--- src/hdl/stsdp_pkg.sv ---
`default_nettype none
package stsdp_pkg;

  localparam int SCORE_W      = 32;
  localparam int POS_BITS     = 12;
  localparam int CLU_W        = 4;
  localparam int CNT_W        = 5;
  localparam int MAX_CLUSTERS = 16;
  localparam int CFG_W        = 5;

  localparam logic signed [SCORE_W-1:0] SAT_HI = {1'b0, {(SCORE_W-1){1'b1}}};
  localparam logic signed [SCORE_W-1:0] SAT_LO = {1'b1, {(SCORE_W-1){1'b0}}};

  typedef enum logic [0:0] {
    REG_NUM_CLUSTERS,
    REG_TIE_LAST
  } cfg_reg_t;

  // How a start's candidate total is formed
  typedef enum logic [2:0] {
    K_ROW1,   // first row: total is the score itself
    K_FIRST,  // start zero: candidate is the score, always taken
    K_ALONE,  // single cluster, start above zero: most negative value
    K_ROW0,   // start one: previous row is the fixed zero row
    K_PRIOR   // best other-cluster total of a stored row plus the score
  } cand_kind_t;

  typedef struct packed {
    logic signed [SCORE_W-1:0] score;
    logic                      start_sequence;
  } item_t;

  typedef struct packed {
    logic [POS_BITS-1:0]       position;
    logic [CLU_W-1:0]          cluster;
    logic signed [SCORE_W-1:0] total_score;
    logic [POS_BITS-1:0]       best_start;
  } result_t;

  typedef struct packed {
    logic signed [SCORE_W-1:0] score;
    logic [POS_BITS-1:0]       position;
    logic [CLU_W-1:0]          cluster;
    logic [POS_BITS-1:0]       start;
    cand_kind_t                kind;
    logic                      emit;
  } stage_t;

  typedef struct packed {
    logic signed [SCORE_W-1:0] best;
    logic signed [SCORE_W-1:0] second;
    logic [CLU_W-1:0]          best_cluster;
  } row_sum_t;

  typedef struct packed {
    logic                      valid;
    logic [POS_BITS-1:0]       position;
    logic [CLU_W-1:0]          cluster;
    logic signed [SCORE_W-1:0] total;
  } rec_t;

endpackage
`default_nettype wire

--- src/hdl/stsdp_seq.sv ---
`default_nettype none
module stsdp_seq #(
  parameter int MAX_POSITIONS = 4096
) (
  input  wire logic                               clk,
  input  wire logic                               rst,
  input  wire logic                               accept,
  input  wire stsdp_pkg::item_t                   item,
  input  wire logic [stsdp_pkg::CFG_W-1:0]        num_clusters,
  output stsdp_pkg::stage_t                       stage,
  output logic                                    live,
  output logic [$clog2(MAX_POSITIONS)-1:0]        rd_addr
);
  import stsdp_pkg::*;

  localparam int PosW = $clog2(MAX_POSITIONS);

  logic [PosW-1:0]  pos, pos_e, pos_next;
  logic [PosW-1:0]  start, start_e, start_next;
  logic [CLU_W-1:0] clu, clu_e, clu_next;
  logic             done, done_e, done_next;
  logic [CNT_W-1:0] nc;
  logic             row1, emit, last_clu;

  always_comb begin
    if (item.start_sequence) begin
      pos_e   = PosW'(1);
      start_e = '0;
      clu_e   = '0;
      done_e  = 1'b0;
    end else begin
      pos_e   = pos;
      start_e = start;
      clu_e   = clu;
      done_e  = done;
    end
  end

  always_comb begin
    if (num_clusters == '0) begin
      nc = CNT_W'(1);
    end else if (num_clusters > CNT_W'(MAX_CLUSTERS)) begin
      nc = CNT_W'(MAX_CLUSTERS);
    end else begin
      nc = num_clusters;
    end
  end

  assign row1     = (pos_e == PosW'(1));
  assign emit     = row1 || (({1'b0, start_e} + (PosW+1)'(2)) >= {1'b0, pos_e});
  assign last_clu = ({1'b0, clu_e} + CNT_W'(1)) >= nc;
  assign live     = !done_e;
  assign rd_addr  = start_e - PosW'(1);

  always_comb begin
    stage.score    = item.score;
    stage.position = POS_BITS'(pos_e);
    stage.cluster  = clu_e;
    stage.start    = POS_BITS'(start_e);
    stage.emit     = emit;
    priority if (row1) begin
      stage.kind = K_ROW1;
    end else if (start_e == '0) begin
      stage.kind = K_FIRST;
    end else if (nc <= CNT_W'(1)) begin
      stage.kind = K_ALONE;
    end else if (start_e == PosW'(1)) begin
      stage.kind = K_ROW0;
    end else begin
      stage.kind = K_PRIOR;
    end
  end

  always_comb begin
    pos_next   = pos_e;
    start_next = start_e;
    clu_next   = clu_e;
    done_next  = done_e;
    if (!done_e) begin
      if (emit) begin
        start_next = '0;
        if (last_clu) begin
          clu_next = '0;
          pos_next = pos_e + PosW'(1);
          if (pos_e == PosW'(MAX_POSITIONS - 1)) begin
            done_next = 1'b1;
          end
        end else begin
          clu_next = clu_e + CLU_W'(1);
        end
      end else begin
        start_next = start_e + PosW'(1);
      end
    end
  end

  always_ff @(posedge clk) begin
    if (rst) begin
      pos   <= PosW'(1);
      start <= '0;
      clu   <= '0;
      done  <= 1'b0;
    end else if (accept) begin
      pos   <= pos_next;
      start <= start_next;
      clu   <= clu_next;
      done  <= done_next;
    end
  end

endmodule
`default_nettype wire

--- config.mk ---
export PLATFORM = sky130hd
export DESIGN_NAME = stsdp_seq
export DESIGN_NICKNAME = d
export VERILOG_FILES = /design/src/hdl/stsdp_pkg.sv /design/src/hdl/stsdp_seq.sv
export SDC_FILE = /design/constraint.sdc
export NUM_CORES = 1
export LEC_CHECK = 0
export ABC_AREA = 1
export BUFFER_PORTS_ARGS = -buffer_cell sky130_fd_sc_hd__clkbuf_2
export CORE_AREA = 10 10 91 93
export CTS_CLUSTER_SIZE = 28
export DETAILED_ROUTE_END_ITERATION = 12
export DIE_AREA = 0 0 101 103
export GPL_TIMING_DRIVEN = 1
export PLACE_DENSITY = 0.83
export SYNTH_ARGS = -nofsm -noshare
export SYNTH_HDL_FRONTEND = slang
export SYNTH_SLANG_ARGS = --single-unit
--- constraint.sdc ---
create_clock -name clk -period 10 [get_ports clk]
set_input_delay 2.5 -clock clk [delete_from_list [all_inputs] [get_ports clk]]
set_output_delay 2.5 -clock clk [all_outputs]
set_load 0.05 [all_outputs]
==> flow_summary.yaml, run 1 <==
status:
  outcome: "completed"
finish:
  area.growth.synth_to_final_pct: 4.52
  mostFrequentLayoutCells: "sky130_fd_sc_hd__nand2_1 (94), sky130_fd_sc_hd__inv_1 (68), sky130_fd_sc_hd__nor2_1 (59), sky130_fd_sc_hd__clkbuf_2 (53), sky130_fd_sc_hd__nand3_1 (39)"
  final_layout_size_suffix_gt1_frac: 0.159
  final_common_cell: "sky130_fd_sc_hd__nand2_1"
  final_area_um2: 3320
  antennaDiodeCount: 0
  layout.nets: 587
synth:
  yosys_warnings: 0
  netlist_area_um2: 3180
  synth_mux_area_frac: 0
  largest_family_of_logic_cells_by_synthesized_area: "simple AND/OR/NAND/NOR gates"
  post_synth_xor_area_fraction: 0.0496
  mean_area_per_synthesized_cell_um2: 6.30
  synth_simple_gate_area_share: 0.347
  ys_async_sr_fraction: 0
  synth_enable_flop_cells: 0
  synth-main-ff-cell: "sky130_fd_sc_hd__dfxtp_1"
  synth_nets: 572
  synth_cells: 505
  synthAdderAreaFrac: 0.102
  synth_compound_gate_area_share: 0.127
  synth_cell_types: 39
  seq_area_frac_synth: 0.183
  postSynthRegisterBits: 29
floorplan:
  die_y_um: 103
  start_util: 0.484
  die-area_um2: 10400
  fp.coreArea_um2: 6570
  rows: 30
  die_x_um: 101
  io_pins: 118
sta:
  grt_setup_unrepaired: "false"
  clock_skew_ns: 0.00586
  relSlewSlack: 0.544
  finalWorstPathRequiredPeriod_ns: 7.85
  max_freq_mhz: 127
  worst_slew_pin_slew_ns: 0.678
  finalSetupViolations: 0
  timing_max_transition_violations_final: 0
  timing.final.crit_share: 0.785
  finalSetupTns_ns: 0
  number_of_hold_slack_violations_in_the_final_timing_report: 0
route:
  vias_per_cell: 5.55
  drt_first_pass_iters: 5
  maxUsedRoutingLayer: "met4"
  met2RoutedLength_um: 4360
  detailroute.wirelength.met3_um: 730
  wire_per_inst_um: 14.9
  violation_count_after_the_first_detailed_routing_iteration: 294
  routed_wl_um: 8960
  detail_route.drc_violations: 0
  vias: 3336
  ant_nets: 0
  wirelength_met1_um: 3670
power:
  pwr-share-seq: 0.332
  power.leakage_nw: 1.61
  share_clk_of_total_power: 0.353
  net_switching_share_of_the_total_power: 0.383
  max-vdd-ir-drop_mv: 0.0421
  power_density_nw_per_um2: 112
  p_switching_uw: 142
  internal_power_uw: 229
  power.share.combinational: 0.314
global_route:
  grt_max_degree: 34
  grt.total_usage: 0.172
  grt_first_pass_wirelength_um: 14800
  grt.overflow.total: 0
  first_global_vias: 3175
  grt_antenna_before_repair: 0
setup_path:
  cp_data_required_time_ns: 7.50
  worst-path-max-fanout: 17
  startpoint_type: "input port"
  cp-end-kind: "primary output"
  critical_path_arrival_ns: 5.35
  timing.setup.critical_path_class: "input port to primary output"
clock_tree:
  clk-insertion-delay-late_ns: 0.29
  total_setup_buffers_inserted_after_cts: 0
  cts_hold_buffers: 0
  clk_tree_root_cell: "sky130_fd_sc_hd__clkbuf_8"
  clk_transition_reported_paths_ns: 0.07
  cts_max_path_buffers: 2
  h_tree_levels: 2
  cts_tree: "done"
  cts_resized: 0
  clock-sinks: 29
  cts-buffers-inserted: 5
min_path:
  min_delay_path_class: "flop to flop"
placement:
  dp_hpwl_um: 7070
  place_congestion: 1.08
  i_o_buffers: 53
  dpl-instance-area_um2: 3210
flow_run:
  timing.max_cap.violations: 0
==> kinds of logic (layout without fill, tap and decap cells) <==
kind of cell    Yosys count  in the layout
compound gates           74             74
simple gates            241            241
flops                    29             29
xor+xnor                 18             18
buf+inv                 117            133
fa+ha+maj                26             26
==> routing by layer <==
metal / global-route usage / up-vias
li1: - / 1638
met1: 0.195 / 1523
met5: 0 / -
met4: 0.0815 / 0
met3: 0.0462 / 22
met2: 0.294 / 153
==> area by class of cell <==
class                   instances  area, um2
flip-flops and latches         29        581
inverters                      72        273
clock inverters                 1       30.0
well taps                      80        100
repair buffers                 53        265
fillers                       654       3240
clock buffers                   7       86.3
multi-input cells             359       1990
==> sequential cells by signal, indices dropped and copies added, names as in the netlist <==
signal	flops
pos	12
clu	4
done	1
start	12
==> metrics by stage <==
stage          hold slack [ns]  worst slack, ns  instances  utilization  power, mW
5_1_grt                  0.478             1.91        601        0.506      0.391
3_3_place_gp             0.453             2.26        593        0.488      0.240
4_1_cts                  0.467             2.20        601        0.506      0.373
6_report                 0.471             2.15        601        0.506      0.371
2_1_floorplan            0.445             1.97        505            -      0.252
3_5_place_dp             0.456             2.21        593        0.488      0.242
==> worst max-delay path, stage by stage <==
cell and delay (ns):
sky130_fd_sc_hd__clkbuf_2 0.30, sky130_fd_sc_hd__nor2_1 0.45, sky130_fd_sc_hd__ha_1 0.32, sky130_fd_sc_hd__nand2_1 0.11, sky130_fd_sc_hd__nor3_1 0.32, sky130_fd_sc_hd__xor2_1 0.14, sky130_fd_sc_hd__ha_1 0.30, sky130_fd_sc_hd__nand2_1 0.04
sky130_fd_sc_hd__nor2_1 0.13, sky130_fd_sc_hd__nand3_1 0.16, sky130_fd_sc_hd__nand3_4 0.23, sky130_fd_sc_hd__clkbuf_2 0.33
==> worst paths after layout <==
| path | from | end | slack, ns | cells after the start |
|---|---|---|---|---|
| worst max-delay path | item[0] | stage[0] | 2.15 | 12 |
| worst min-delay path | start[0]$_SDFFE_PP0P_ | start[0]$_SDFFE_PP0P_ | 0.47 | 2 |
| worst max register to register | start[1]$_SDFFE_PP0P_ | pos[3]$_SDFFE_PP0P_ | 6.72 | 16 |
| worst min register to register | start[0]$_SDFFE_PP0P_ | start[0]$_SDFFE_PP0P_ | 0.47 | 2 |
==> Yosys cell counts (2+ instances only) <==
cell type	n	area (um2)
sky130_fd_sc_hd__nor2_4	3	33.8
sky130_fd_sc_hd__o31ai_1	2	15.0
sky130_fd_sc_hd__inv_2	2	7.51
sky130_fd_sc_hd__nand3_1	39	195
sky130_fd_sc_hd__clkbuf_1	4	15.0
sky130_fd_sc_hd__nand2_1	94	353
sky130_fd_sc_hd__inv_1	68	255
sky130_fd_sc_hd__o21ai_2	2	17.5
sky130_fd_sc_hd__o211ai_1	3	22.5
sky130_fd_sc_hd__buf_4	34	255
sky130_fd_sc_hd__nor4_1	4	25.0
sky130_fd_sc_hd__nand2_2	8	50.1
sky130_fd_sc_hd__dfxtp_1	29	581
sky130_fd_sc_hd__nand3_4	2	35.0
sky130_fd_sc_hd__o21ai_1	4	20.0
sky130_fd_sc_hd__nor2_2	3	18.8
sky130_fd_sc_hd__buf_2	2	10.0
sky130_fd_sc_hd__ha_1	26	325
sky130_fd_sc_hd__nand4_1	13	81.3
sky130_fd_sc_hd__nor2_1	59	221
sky130_fd_sc_hd__nor3_1	13	65.1
sky130_fd_sc_hd__o21ai_0	26	130
sky130_fd_sc_hd__xor2_1	17	149
sky130_fd_sc_hd__buf_6	3	33.8
sky130_fd_sc_hd__a21oi_1	31	155
==> power groups by stage <==
stage / clock network [mW] / logic (mW) / registers (mW)
floorplan: 0 / 0.127 / 0.125
global placement: 0 / 0.114 / 0.126
detailed placement: 0 / 0.116 / 0.126
CTS: 0.133 / 0.117 / 0.123
global route: 0.139 / 0.127 / 0.124
finish: 0.131 / 0.117 / 0.123
(Power assumes the default switching activity.)
==> run 2: changes to the inputs <==
clock period = 7.57 ns   (was 10 ns; I/O delays follow)
==> flow_summary.yaml, run 2 (same netlist as run 1, synthesis figures left out) <==
status:
  outcome: "completed"
setup_path:
  startpoint_type: "input port"
  cp_data_required_time_ns: 5.68
  timing.rr.end: "pos[3]$_SDFFE_PP0P_"
  reg2regPathDepth: 16
  timing.setup.critical_path_class: "input port to primary output"
  worst_r2r_src: "start[1]$_SDFFE_PP0P_"
  worst-path-max-fanout: 17
  crit_path_start: "item[0]"
  reg2reg_slack_ns: 4.30
  cp-endpoint: "stage[0]"
  cp-end-kind: "primary output"
  critical_path_arrival_ns: 4.74
floorplan:
  rows: 30
  start_util: 0.484
  die_y_um: 103
  fp.coreArea_um2: 6570
  io_pins: 118
  die_x_um: 101
  die-area_um2: 10400
sta:
  grt_setup_unrepaired: "false"
  finalSetupViolations: 0
  relSlewSlack: 0.531
  timing_max_transition_violations_final: 0
  finalWorstPathRequiredPeriod_ns: 6.63
  finalSetupTns_ns: 0
  worst_slew_pin_slew_ns: 0.696
  clock_skew_ns: 0.00964
  number_of_hold_slack_violations_in_the_final_timing_report: 0
  max_freq_mhz: 151
  timing.final.crit_share: 0.876
power:
  power_density_nw_per_um2: 148
  max-vdd-ir-drop_mv: 0.0860
  power.leakage_nw: 1.61
  power.total_uw: 493
finish:
  mostFrequentLayoutCells: "sky130_fd_sc_hd__nand2_1 (94), sky130_fd_sc_hd__inv_1 (68), sky130_fd_sc_hd__nor2_1 (59), sky130_fd_sc_hd__clkbuf_2 (53), sky130_fd_sc_hd__nand3_1 (39)"
  largestRegisters: "pos (12), start (12), clu (4)"
  antennaDiodeCount: 0
  layout.nets: 587
  area.growth.synth_to_final_pct: 4.52
  utilization: 0.506
  final_common_cell: "sky130_fd_sc_hd__nand2_1"
  layout.cells.non_filler: 601
  final_layout_size_suffix_gt1_frac: 0.159
  fill_cells: 643
clock_tree:
  clk-insertion-delay-late_ns: 0.29
  cts_tree: "done"
  cts-buffers-inserted: 5
  total_setup_buffers_inserted_after_cts: 0
  cts_resized: 0
  clk_tree_root_cell: "sky130_fd_sc_hd__clkbuf_8"
  clk_transition_reported_paths_ns: 0.07
  h_tree_levels: 2
  cts_hold_buffers: 0
  clock-sinks: 29
  cts_max_path_buffers: 2
placement:
  dp_hpwl_um: 7060
  post-place-cells: 593
  place_congestion: 1.08
  i_o_buffers: 53
route:
  drt_first_pass_iters: 5
  vias: 3371
  routed_wl_um: 9120
  vias_per_cell: 5.61
  wire_per_inst_um: 15.2
  detail_route.drc_violations: 0
  violation_count_after_the_first_detailed_routing_iteration: 257
  ant_nets: 0
global_route:
  grt.total_usage: 0.174
  grt_max_degree: 34
  grt_first_pass_wirelength_um: 15000
  grt_antenna_before_repair: 0
  grt.overflow.total: 0
  first_global_vias: 3236
flow_run:
  timing.max_cap.violations: 0
min_path:
  min_delay_path_class: "flop to flop"
run 2: cell counts in the layout (fill, tap and decap cells not counted):
No cell type changed its count.
run 2: cell type report:
cell class	instances	area (um2)	share of cell area
Timing Repair Buffer	53	265	0.0798
Sequential cell	29	581	0.175
Multi-Input combinational cell	359	1990	0.598
Clock buffer	7	86.3	0.0260
Inverter	72	273	0.0820
Tap cell	80	100	0.0301
Clock inverter	1	30.0	0.00903
run 2: worst min path at each step:
stage,from,depth (start not counted),endpoint
after floorplan,pos[1]$_SDFFE_PP0P_,2,pos[1]$_SDFFE_PP0P_
after global placement,start[0]$_SDFFE_PP0P_,2,start[0]$_SDFFE_PP0P_
after detailed placement,start[0]$_SDFFE_PP0P_,2,start[0]$_SDFFE_PP0P_
after CTS,start[0]$_SDFFE_PP0P_,2,start[0]$_SDFFE_PP0P_
after global routing,start[0]$_SDFFE_PP0P_,2,start[0]$_SDFFE_PP0P_
final,start[0]$_SDFFE_PP0P_,2,start[0]$_SDFFE_PP0P_
run 2: report_power, final:
group          internal, mW  total, mW  leakage [nW]  switching (mW)
Clock                 0.107      0.175        0.0585          0.0678
Sequential            0.158      0.163         0.236         0.00523
Combinational        0.0372      0.154          1.32           0.117
run 2: worst max-delay path, cell delays in order:
cell	delay, ns
sky130_fd_sc_hd__clkbuf_2	0.30
sky130_fd_sc_hd__nor2_1	0.43
sky130_fd_sc_hd__ha_1	0.32
sky130_fd_sc_hd__nand2_1	0.11
sky130_fd_sc_hd__nor3_1	0.35
sky130_fd_sc_hd__xor2_1	0.14
sky130_fd_sc_hd__ha_1	0.30
sky130_fd_sc_hd__nand2_1	0.04
sky130_fd_sc_hd__nor2_1	0.12
sky130_fd_sc_hd__nand3_1	0.15
sky130_fd_sc_hd__nand3_4	0.23
sky130_fd_sc_hd__clkbuf_2	0.33
run 2: through the flow:
step	area, um2	hold WS [ns]	setup slack, ns
after floorplan	3180	0.445	0.755
after global placement	3210	0.453	1.05
after detailed placement	3210	0.456	0.994
after CTS	3320	0.467	0.975
after global routing	3320	0.478	0.591
final	3320	0.467	0.938
run 2: metal layers:
| layer | up-vias | GRT usage | routed length [um] | part of all wire |
|---|---|---|---|---|
| li1 | 1642 | - | - | - |
| met1 | 1531 | 0.197 | 3680 | 0.40 |
| met2 | 173 | 0.297 | 4400 | 0.48 |
| met3 | 25 | 0.0496 | 831 | 0.091 |
| met4 | 0 | 0.0804 | 210 | 0.023 |
| met5 | - | 0 | 0 | 0 |
