File: config.mk
export PLATFORM = sky130hd
export DESIGN_NAME = stsdp_score
export DESIGN_NICKNAME = d
export VERILOG_FILES = /design/src/hdl/stsdp_pkg.sv /design/src/hdl/stsdp_score.sv
export SDC_FILE = /design/constraint.sdc
export NUM_CORES = 1
export LEC_CHECK = 0
export BUFFER_PORTS_ARGS = -buffer_cell sky130_fd_sc_hd__buf_2
export CAP_MARGIN = 10
export CORE_MARGIN = 2
export CORE_UTILIZATION = 53
export CTS_CLUSTER_DIAMETER = 150
export CTS_CLUSTER_SIZE = 14
export DETAILED_ROUTE_END_ITERATION = 6
export PLACE_DENSITY = 0.79
export SYNTH_ARGS = -nofsm -noshare
export SYNTH_HDL_FRONTEND = slang
export SYNTH_SLANG_ARGS = --single-unit
export TNS_END_PERCENT = 5
File: constraint.sdc
create_clock -name clk -period 12.4 [get_ports clk]
set_input_delay 2.48 -clock clk [delete_from_list [all_inputs] [get_ports clk]]
set_output_delay 2.48 -clock clk [all_outputs]
set_load 0.03 [all_outputs]
File: src/hdl/stsdp_pkg.sv
`default_nettype none
package stsdp_pkg;

  localparam int SCORE_W      = 32;
  localparam int POS_BITS     = 12;
  localparam int CLU_W        = 4;
  localparam int CNT_W        = 5;
  localparam int MAX_CLUSTERS = 16;
  localparam int CFG_W        = 5;

  localparam logic signed [SCORE_W-1:0] SAT_HI = {1'b0, {(SCORE_W-1){1'b1}}};
  localparam logic signed [SCORE_W-1:0] SAT_LO = {1'b1, {(SCORE_W-1){1'b0}}};

  typedef enum logic [0:0] {
    REG_NUM_CLUSTERS,
    REG_TIE_LAST
  } cfg_reg_t;

  // How a start's candidate total is formed
  typedef enum logic [2:0] {
    K_ROW1,   // first row: total is the score itself
    K_FIRST,  // start zero: candidate is the score, always taken
    K_ALONE,  // single cluster, start above zero: most negative value
    K_ROW0,   // start one: previous row is the fixed zero row
    K_PRIOR   // best other-cluster total of a stored row plus the score
  } cand_kind_t;

  typedef struct packed {
    logic signed [SCORE_W-1:0] score;
    logic                      start_sequence;
  } item_t;

  typedef struct packed {
    logic [POS_BITS-1:0]       position;
    logic [CLU_W-1:0]          cluster;
    logic signed [SCORE_W-1:0] total_score;
    logic [POS_BITS-1:0]       best_start;
  } result_t;

  typedef struct packed {
    logic signed [SCORE_W-1:0] score;
    logic [POS_BITS-1:0]       position;
    logic [CLU_W-1:0]          cluster;
    logic [POS_BITS-1:0]       start;
    cand_kind_t                kind;
    logic                      emit;
  } stage_t;

  typedef struct packed {
    logic signed [SCORE_W-1:0] best;
    logic signed [SCORE_W-1:0] second;
    logic [CLU_W-1:0]          best_cluster;
  } row_sum_t;

  typedef struct packed {
    logic                      valid;
    logic [POS_BITS-1:0]       position;
    logic [CLU_W-1:0]          cluster;
    logic signed [SCORE_W-1:0] total;
  } rec_t;

endpackage
`default_nettype wire

File: src/hdl/stsdp_score.sv
`default_nettype none
module stsdp_score (
  input  wire logic                 clk,
  input  wire logic                 rst,
  input  wire logic                 load,
  input  wire stsdp_pkg::stage_t    stage,
  input  wire stsdp_pkg::row_sum_t  rd_data,
  input  wire logic                 tie_last,
  input  wire logic                 result_stall,
  output logic                      hold,
  output logic                      result_valid,
  output stsdp_pkg::result_t        result,
  output stsdp_pkg::rec_t           rec
);
  import stsdp_pkg::*;

  stage_t                    s1;
  logic                      s1_valid, s1_go, out_free;
  logic signed [SCORE_W-1:0] other, cand, rmax, total;
  logic signed [SCORE_W:0]   sum;
  logic [POS_BITS-1:0]       rstart, kstart;
  logic                      take;

  assign out_free = !result_valid || !result_stall;
  assign s1_go    = s1_valid && (!s1.emit || out_free);
  assign hold     = s1_valid && !s1_go;

  always_ff @(posedge clk) begin
    if (rst) begin
      s1_valid <= 1'b0;
    end else if (!hold) begin
      s1_valid <= load;
    end
  end

  always_ff @(posedge clk) begin
    if (load) begin
      s1 <= stage;
    end
  end

  always_comb begin
    if (s1.kind == K_ROW0) begin
      other = '0;
    end else if (rd_data.best_cluster == s1.cluster) begin
      other = rd_data.second;
    end else begin
      other = rd_data.best;
    end
  end

  assign sum = {other[SCORE_W-1], other} + {s1.score[SCORE_W-1], s1.score};

  always_comb begin
    unique case (s1.kind)
      K_ROW1, K_FIRST: cand = s1.score;
      K_ALONE:         cand = SAT_LO;
      K_ROW0, K_PRIOR: begin
        if (sum[SCORE_W] != sum[SCORE_W-1]) begin
          cand = sum[SCORE_W] ? SAT_LO : SAT_HI;
        end else begin
          cand = sum[SCORE_W-1:0];
        end
      end
      default:         cand = s1.score;
    endcase
  end

  assign take = (s1.kind == K_FIRST) || (cand > rmax) || (tie_last && (cand == rmax));

  always_comb begin
    if (s1.kind == K_ROW1) begin
      total  = s1.score;
      kstart = '0;
    end else if (take) begin
      total  = cand;
      kstart = s1.start;
    end else begin
      total  = rmax;
      kstart = rstart;
    end
  end

  always_ff @(posedge clk) begin
    if (rst) begin
      rmax   <= '0;
      rstart <= '0;
    end else if (s1_go && (s1.kind != K_ROW1)) begin
      rmax   <= total;
      rstart <= kstart;
    end
  end

  // Result register: hold while stalled, take a new beat once free
  always_ff @(posedge clk) begin
    if (rst) begin
      result_valid <= 1'b0;
    end else if (out_free) begin
      result_valid <= s1_go && s1.emit;
    end
  end

  always_ff @(posedge clk) begin
    if (s1_go && s1.emit) begin
      result.position    <= s1.position;
      result.cluster     <= s1.cluster;
      result.total_score <= total;
      result.best_start  <= kstart + POS_BITS'(1);
    end
  end

  always_ff @(posedge clk) begin
    if (rst) begin
      rec.valid <= 1'b0;
    end else begin
      rec.valid <= s1_go && s1.emit;
    end
    if (s1_go && s1.emit) begin
      rec.position <= s1.position;
      rec.cluster  <= s1.cluster;
      rec.total    <= total;
    end
  end

endmodule
`default_nettype wire

==> results of run 1 <==
## layout make-up
class	instances	area, sq um
clock inverter	13	134
fill	1669	7610
inverter	51	191
timing repair buffer	258	1320
multi-input combinational	774	5310
tap	270	338
sequential	171	4660
clock buffer	19	475
## critical path: cells and delay by family
kind	cells	cell delay [ns]
compound gates	8	1.69
xor+xnor	3	0.34
fa+ha+maj	4	1.26
buf+inv	6	1.10
mux	2	0.28
simple gates	14	3.91
## stage by stage
step | hold WS [ns] | total power [mW] | utilization [%] | instances
after CTS | 0.421 | 2.13 | 62.0 | 1556
after global routing | 0.429 | 2.25 | 62.0 | 1556
final | 0.421 | 2.13 | 62.0 | 1556
after floorplan | 0.400 | 1.38 | - | 1096
after detailed placement | 0.405 | 1.58 | 59.0 | 1524
after global placement | 0.402 | 1.57 | 59.0 | 1524
## layer usage
metal | part of all wire (%) | vias up
met5 | 0 | -
met4 | 1.5 | 0
met3 | 7.6 | 27
met2 | 46 | 373
met1 | 45 | 4046
li1 | - | 4306
## placed cells by master, fill, tap and decap left out, types with 22 or more instances in the layout
cell type	instances
nor2_1	158
edfxtp_1	124
nor3_1	35
inv_1	51
a211oi_1	39
xor2_1	22
ha_1	67
mux2i_1	54
o21ai_0	26
buf_2	247
nand2_1	83
a21oi_1	74
dfxtp_1	47
nand3_1	23
## how the worst max path moves through the flow
stage               cells past startpoint  slack (ns)         end
CTS                                    37        1.51  result[10]
floorplan                              37        2.00  result[10]
detailed placement                     37        1.14  result[10]
finish                                 37        1.46  result[10]
global placement                       37        1.43  result[10]
global route                           37        0.78  result[10]
## registers in the layout (all words and copies together), names as in the netlist
register	count
rec	49
result	12
result_valid	1
rmax	32
rstart	12
s1	64
s1_valid	1
## report_power, final
part           internal (mW)  leakage (nW)  switching (mW)
Sequential             0.700          1.56          0.0396
Clock                  0.292         0.301           0.253
Combinational          0.313          3.32           0.532
## cell families (layout without fill, tap and decap cells)
| group | after synthesis | count (layout) | synth area share (%) |
|---|---|---|---|
| buf+inv | 151 | 341 | 7.41 |
| mux | 55 | 55 | 5.18 |
| fa+ha+maj | 68 | 68 | 8.00 |
| flops | 171 | 171 | 43.5 |
| xor+xnor | 41 | 41 | 3.35 |
| compound gates | 246 | 246 | 17.0 |
| simple gates | 364 | 364 | 15.6 |
==> impl_metrics.ini, run 1 <==
[outcome]
status = finished clean

[route]
wl_um = 26500
drc = 0
first_pass_iters = 5
avgViaCountPerCell = 5.62
dr.first_iter.drc_count = 696
dr_total_vias = 8752
wl_per_cell_um = 17.0
ant_nets = 0

[hold_path]
min_to = rec[37]
hp-start = s1[21]
hold_class = reg -> reg
hold_depth = 0

[layout]
nNetsFinal = 1478
layout-drive-gt1-share_pct = 26.1
diodes = 0
syn_to_final_growth_pct = 15.8
finish.instance_area_sq_um = 12400

[sta]
finalCriticalPeriod_ns = 10.94
finalWorstSetupSlack_ns = 1.46
fin_crit_sh_pct = 88.2
fin_skew_ns = 0.0106
finalHoldViolCount = 0
final.setup.tns_ns = 0
worst_pin_slew_ns = 1.17
fmax_mhz = 91.4
setup_viol = 0
rsz0062_at_grt = false
maxSlewHeadroom_pct = 22.3
final_max_slew_viol_count = 0

[floorplanning]
start_util_pct = 53.6
die_width_um = 146
pin_count = 248
dieArea_sq_um = 21400
coreArea_sq_um = 20000
fp.dieH_um = 146
placementRows = 52

[place]
port_buffers = 247
place_area_sq_um = 11800
place_ws_ns = 1.14
dp_hpwl_um = 19400
gp_congestion = 0.944

[clock_tree]
clock-sinks = 171
tritoncts = built
post_cts_buffers = 0
cts_hold_buf = 0
cts_resized = 0
htreeDepth = 4
numCtsBuffers = 17
cts.path.max_buffers = 2
root_buffer = clkbuf_16
clk_pin_slew_ns = 0.07
worstSkewPairLatency_ns = 0.44

[global_route]
use_met1_pct = 34.5
grt-busiest-layer = met2
grt_pass1_vias = 8251
grt_max_degree = 66
antenna_found_initial = 0
grt_pass1_wl_um = 42200
grtUsageMet2_pct = 39.9
gr-usage-met3_pct = 4.22
grt-ovfl-total = 0
grt.total_usage_pct = 24.7

[synthesis]
syn_avg_cell_area_sq_um = 9.79
yosys-top-cells-area = edfxtp_1 35%, dfxtp_1 8.8%, ha_1 7.8%
async_flop_share_pct = 0
synthFlopType = edfxtp_1
yosys.area.top_type = edfxtp_1
yosys_warnings = 0
ys_seq_elements = 171
synth-edff-count = 124
synth.distinct_cells = 82
synth_top_area_share_pct = 34.7
yosysSeqAreaShare_pct = 43.5
synthCells = 1096
synth_most_common_cell = nor2_1
yosys-top-cells-count = 159 x nor2_1, 124 x edfxtp_1, 83 x nand2_1
synth_nets = 1301
syn-cell-area_sq_um = 10700

[critical_path]
end_kind = flop
worst-setup-path-type = in -> reg
reg2reg_depth = 36
cp_data_required_time_ns = 12.58
cpPeakStageDelay_ns = 0.58
path_max_fanout = 32
cp_slowest_cell = or4_1
r2r_slack_ns = 3.15
critPathLaunch = rd_data[1]
start_kind = input pin
r2r_end = result[10]
reg2reg_from = s1[17]
arrival_ns = 11.12

[power_and_ir_drop]
power_density_nw_per_um2 = 171
p_leak_nw = 5.19
peakVddDrop_v = 0.000112

[job]
cap_violations = 0
No activity file was read; power rests on OpenSTA's default activity.
==> inputs of run 2 (changes only) <==
- CORE_ASPECT_RATIO: unset -> 0.6
- RECOVER_POWER: unset -> 100
==> run 2 against run 1 <==
Net effect:
- the run now ends with capacitance limit, slew limit left
- first-iteration DRC count rose by 32%
- utilization down 0.73 points
- final cell count barely moved
- global-route usage rose by 2.3 points
- largest cell class unchanged
- largest power group unchanged
- sequential cell count unchanged
- wire length rose by 8.4%
- cell area is 1.8% lower
- highest routed layer is now met5
==> impl_metrics.ini, run 2 (synthesized netlist as in run 1, its figures left out) <==
[outcome]
status = complete, but fails checks
violations = capacitance limit, slew limit

[global_route]
grt-ovfl-total = 0
antenna_found_initial = 0
grt_pass1_wl_um = 44600
grt_max_degree = 66
grt_pass1_vias = 8195
grt.total_usage_pct = 27.0

[critical_path]
cp_data_required_time_ns = 12.59
critPathLaunch = rd_data[1]
cpPeakStageDelay_ns = 0.59
cp_slowest_cell = nor4bb_1
end_kind = flop
arrival_ns = 11.42
cp_top_family = simple AND/OR/NAND/NOR gates
worst-setup-path-type = in -> reg
start_kind = input pin
crit_buf_inv = 7
crit_path_frequent_cell = ha_1
reg2reg_from = s1[17]
path_max_fanout = 32

[sta]
final.setup.tns_ns = 0
finalCriticalPeriod_ns = 11.24
maxSlewHeadroom_pct = -147
rsz0062_at_grt = false
final_max_slew_viol_count = 200
fin_crit_sh_pct = 90.6
fmax_mhz = 89.0
setup_viol = 0
fin_skew_ns = 0.0108
worst_pin_slew_ns = 3.70
finalHoldViolCount = 0

[layout]
largest_reg_flops = 64
largest_registers = s1 x64, rec x49, rmax x32
final_cell_mix = 159 x nor2_1, 134 x buf_2, 124 x edfxtp_1, 116 x clkbuf_1, 83 x nand2_1
nNetsFinal = 1476
diodes = 0
layout-drive-gt1-share_pct = 16.4
top_register = s1
syn_to_final_growth_pct = 13.8
layout_commonest_cell = nor2_1

[floorplanning]
fp.dieH_um = 114
start_util_pct = 53.9
coreArea_sq_um = 19900
die_width_um = 188
pin_count = 248
placementRows = 40
dieArea_sq_um = 21400

[route]
first_pass_iters = 6
ant_nets = 0
dr_total_vias = 8922
drc = 0
dr.first_iter.drc_count = 918
avgViaCountPerCell = 5.73
wl_per_cell_um = 18.5
wl_um = 28700

[place]
port_buffers = 247
gp_congestion = 0.957
dp_hpwl_um = 21100

[power_and_ir_drop]
power_density_nw_per_um2 = 176
switching_share_pct = 39.0
p_comb_share_pct = 39.5
power_report.internal_total_mw = 1.31
power_mw = 2.14
peakVddDrop_v = 0.000127
power_switching_uw = 836
p_leak_nw = 4.82
power_frac_seq_pct = 34.8
pwr-share-clk_pct = 25.7

[clock_tree]
clock-sinks = 171
htreeDepth = 4
tritoncts = built
clk_pin_slew_ns = 0.07
cts_resized = 0
worstSkewPairLatency_ns = 0.44
post_cts_buffers = 0
numCtsBuffers = 17
root_buffer = clkbuf_16
cts.path.max_buffers = 2
cts_hold_buf = 0

[hold_path]
hp-start = s1[28]
hold_class = reg -> reg

[job]
cap_violations = 5
-- run 2: changes by cell type in the layout (fill, tap and decap cells not counted), sizes merged --
cell,previous run,this run
clkinv,4,2
bufinv,0,2
inv,60,58
buf,258,141
clkinvlp,0,2
clkbuf,19,134
-- run 2: area by class of cell --
class | count | area (sq um)
well taps | 273 | 342
repair buffers | 256 | 1150
clock inverters | 13 | 153
multi-input cells | 774 | 5260
fillers | 1782 | 7710
inverters | 51 | 191
clock buffers | 19 | 443
flip-flops and latches | 171 | 4660
-- run 2: power groups by stage --
| stage | logic (mW) | clock network (mW) | registers (mW) |
|---|---|---|---|
| finish | 0.848 | 0.551 | 0.746 |
| global route | 0.925 | 0.580 | 0.752 |
| CTS | 0.846 | 0.558 | 0.742 |
| detailed placement | 0.839 | 0 | 0.754 |
| global placement | 0.826 | 0 | 0.753 |
| floorplan | 0.610 | 0 | 0.773 |
-- run 2: layer usage --
metal  GRT usage (%)  routed length, um  vias to the layer above
li1                -                  -                     4291
met1            42.6              14200                     4150
met2            36.7              11400                      456
met3            6.34               2900                       23
met4            6.04                240                        2
met5            2.71                 76                        -
-- run 2: path summary, 6_finish.rpt --
check / end / slack (ns) / depth (start not counted)
worst min-delay path: rec[44] / 0.41 / 0
worst max-delay path: result[10] / 1.16 / 39
worst min register to register: rec[44] / 0.41 / 0
worst max register to register: result[10] / 2.85 / 38
-- run 2: metrics by stage --
step / setup WS (ns) / utilization (%) / instances / hold WS [ns] / cell area (sq um)
3_5_place_dp: 1.21 / 59.3 / 1525 / 0.405 / 11800
3_3_place_gp: 1.56 / 59.3 / 1525 / 0.401 / 11800
6_report: 1.16 / 61.3 / 1557 / 0.414 / 12200
4_1_cts: 1.64 / 62.3 / 1557 / 0.419 / 12400
2_1_floorplan: 2.00 / - / 1096 / 0.400 / 10700
5_1_grt: 0.538 / 61.3 / 1557 / 0.423 / 12200
==> inputs of run 3 (changes only) <==
- CORE_UTILIZATION: 53 -> 55
- PLACE_DENSITY: 0.79 -> 0.81
- SLEW_MARGIN: unset -> 30
==> run 3 against run 2 <==
Net effect:
- combinational power hardly changed
- the flow still finishes with violations (capacitance limit, slew limit)
- wire length is 0.44% higher
- via count is 0.69% higher
- worst hold slack better by 0.0052 ns
- non-clock buffer count is 1 lower
- critical path type unchanged
- clock power hardly changed
==> impl_metrics.ini, run 3 (synthesized netlist as in run 1, its figures left out) <==
[sta]
finalCriticalPeriod_ns = 11.34
finalHoldViolCount = 0
final.setup.tns_ns = 0
fmax_mhz = 88.2
finalWorstSetupSlack_ns = 1.06
worst_pin_slew_ns = 3.72
fin_crit_sh_pct = 91.4
setup_viol = 0
final_max_slew_viol_count = 198
rsz0062_at_grt = false
maxSlewHeadroom_pct = -148
fin_skew_ns = 0.0147

[route]
drc = 0
ant_nets = 0
dr.first_iter.drc_count = 767
dr_total_vias = 8984
avgViaCountPerCell = 5.80
first_pass_iters = 5
wl_um = 28900
wl_per_cell_um = 18.6

[clock_tree]
tritoncts = built
worstSkewPairLatency_ns = 0.44
numCtsBuffers = 17
clk_pin_slew_ns = 0.07
post_cts_buffers = 0
htreeDepth = 4
cts_resized = 0
cts.path.max_buffers = 2
root_buffer = clkbuf_16
cts_hold_buf = 0
clock-sinks = 171

[critical_path]
start_kind = input pin
r2r_slack_ns = 2.76
worst-setup-path-type = in -> reg
cpPeakStageDelay_ns = 0.83
end_kind = flop
arrival_ns = 11.54
cp_data_required_time_ns = 12.60
crit_buf_inv = 5
cp_slowest_cell = a211oi_2
cp_top_family = compound AO/OA/AOI/OAI gates
path_max_fanout = 53

[floorplanning]
pin_count = 248
die_width_um = 184
coreArea_sq_um = 19100
dieArea_sq_um = 20700
start_util_pct = 56.3
placementRows = 39
fp.dieH_um = 112

[layout]
largest_registers = s1 x64, rec x49, rmax x32
utilization_pct = 64.1
top_register = s1
layout_commonest_cell = nor2_1
largest_reg_flops = 64
layout-drive-gt1-share_pct = 16.5
diodes = 0
syn_to_final_growth_pct = 13.9
nNetsFinal = 1475
final_cell_mix = 159 x nor2_1, 134 x buf_2, 124 x edfxtp_1, 116 x clkbuf_1, 83 x nand2_1

[power_and_ir_drop]
power_density_nw_per_um2 = 176
p_comb_share_pct = 39.4
pwr-share-clk_pct = 25.8
power_switching_uw = 837
switching_share_pct = 39.0
power_report.internal_total_mw = 1.31
peakVddDrop_v = 0.000122
power_frac_seq_pct = 34.8
p_leak_nw = 4.82

[global_route]
grt_pass1_wl_um = 44200
grt.total_usage_pct = 27.8
grt_max_degree = 66
antenna_found_initial = 0
grt_pass1_vias = 8233
grt-ovfl-total = 0

[outcome]
violations = capacitance limit, slew limit
status = complete, but fails checks

[hold_path]
hold_class = reg -> reg

[place]
gp_congestion = 0.906
place_ws_ns = 0.895
port_buffers = 247
dp_hpwl_um = 21300

[job]
cap_violations = 4
==> run 3: cell types whose count changed in the layout (fill, tap and decap cells not counted), sizes merged <==
| cell | before | now |
|---|---|---|
| clkinv | 2 | 3 |
| clkbuf | 134 | 133 |
| buf | 141 | 140 |
| inv | 58 | 56 |
| clkinvlp | 2 | 4 |
==> run 3: metrics by stage <==
step | instances | power, mW | instance area [sq um] | hold slack (ns)
2_1_floorplan | 1096 | 1.38 | 10700 | 0.400
3_3_place_gp | 1517 | 1.57 | 11800 | 0.401
3_5_place_dp | 1517 | 1.59 | 11800 | 0.405
4_1_cts | 1549 | 2.15 | 12400 | 0.421
5_1_grt | 1549 | 2.26 | 12200 | 0.434
6_report | 1549 | 2.15 | 12200 | 0.420
==> run 3: area by class of cell <==
| cell class | instances | area (sq um) |
|---|---|---|
| clock inverters | 14 | 185 |
| clock buffers | 18 | 429 |
| inverters | 51 | 191 |
| flip-flops and latches | 171 | 4660 |
| repair buffers | 255 | 1150 |
| well taps | 266 | 333 |
| multi-input cells | 774 | 5280 |
| fillers | 1656 | 6850 |
==> run 3: power by group through the flow <==
| stage | Sequential [mW] | Combinational, mW | Clock (mW) |
|---|---|---|---|
| 3_5_place_dp | 0.754 | 0.840 | 0 |
| 3_3_place_gp | 0.752 | 0.823 | 0 |
| 2_1_floorplan | 0.773 | 0.610 | 0 |
| 5_1_grt | 0.753 | 0.925 | 0.586 |
| 6_report | 0.747 | 0.846 | 0.553 |
| 4_1_cts | 0.743 | 0.847 | 0.561 |
==> run 3: per-layer routing <==
metal / vias to the layer above / GRT usage [%] / wire length [um]
met1: 4205 / 43.4 / 14000
li1: 4307 / - / -
met4: 0 / 6.61 / 323
met3: 30 / 7.75 / 3030
met5: - / 0 / 0
met2: 442 / 37.5 / 11500
==> run 3: final timing paths <==
path,start,to,cells after the start
setup / recovery,rd_data[1],rec[25],30
hold reg to reg,s1[30],rec[46],0
hold / removal,s1[30],rec[46],0
setup reg to reg,s1[17],rec[25],29
==> run 3: worst register-to-register path: cells and delay by family (launching register included) <==
family / cells / cell delay (ns)
AOI/OAI and AO/OA: 12 / 3.73
and+or+nand+nor: 7 / 2.28
buffers and inverters: 4 / 1.51
adders and majority gates: 3 / 0.93
DFF: 1 / 0.42
xor gates and xnor gates: 2 / 0.30
muxes: 1 / 0.27
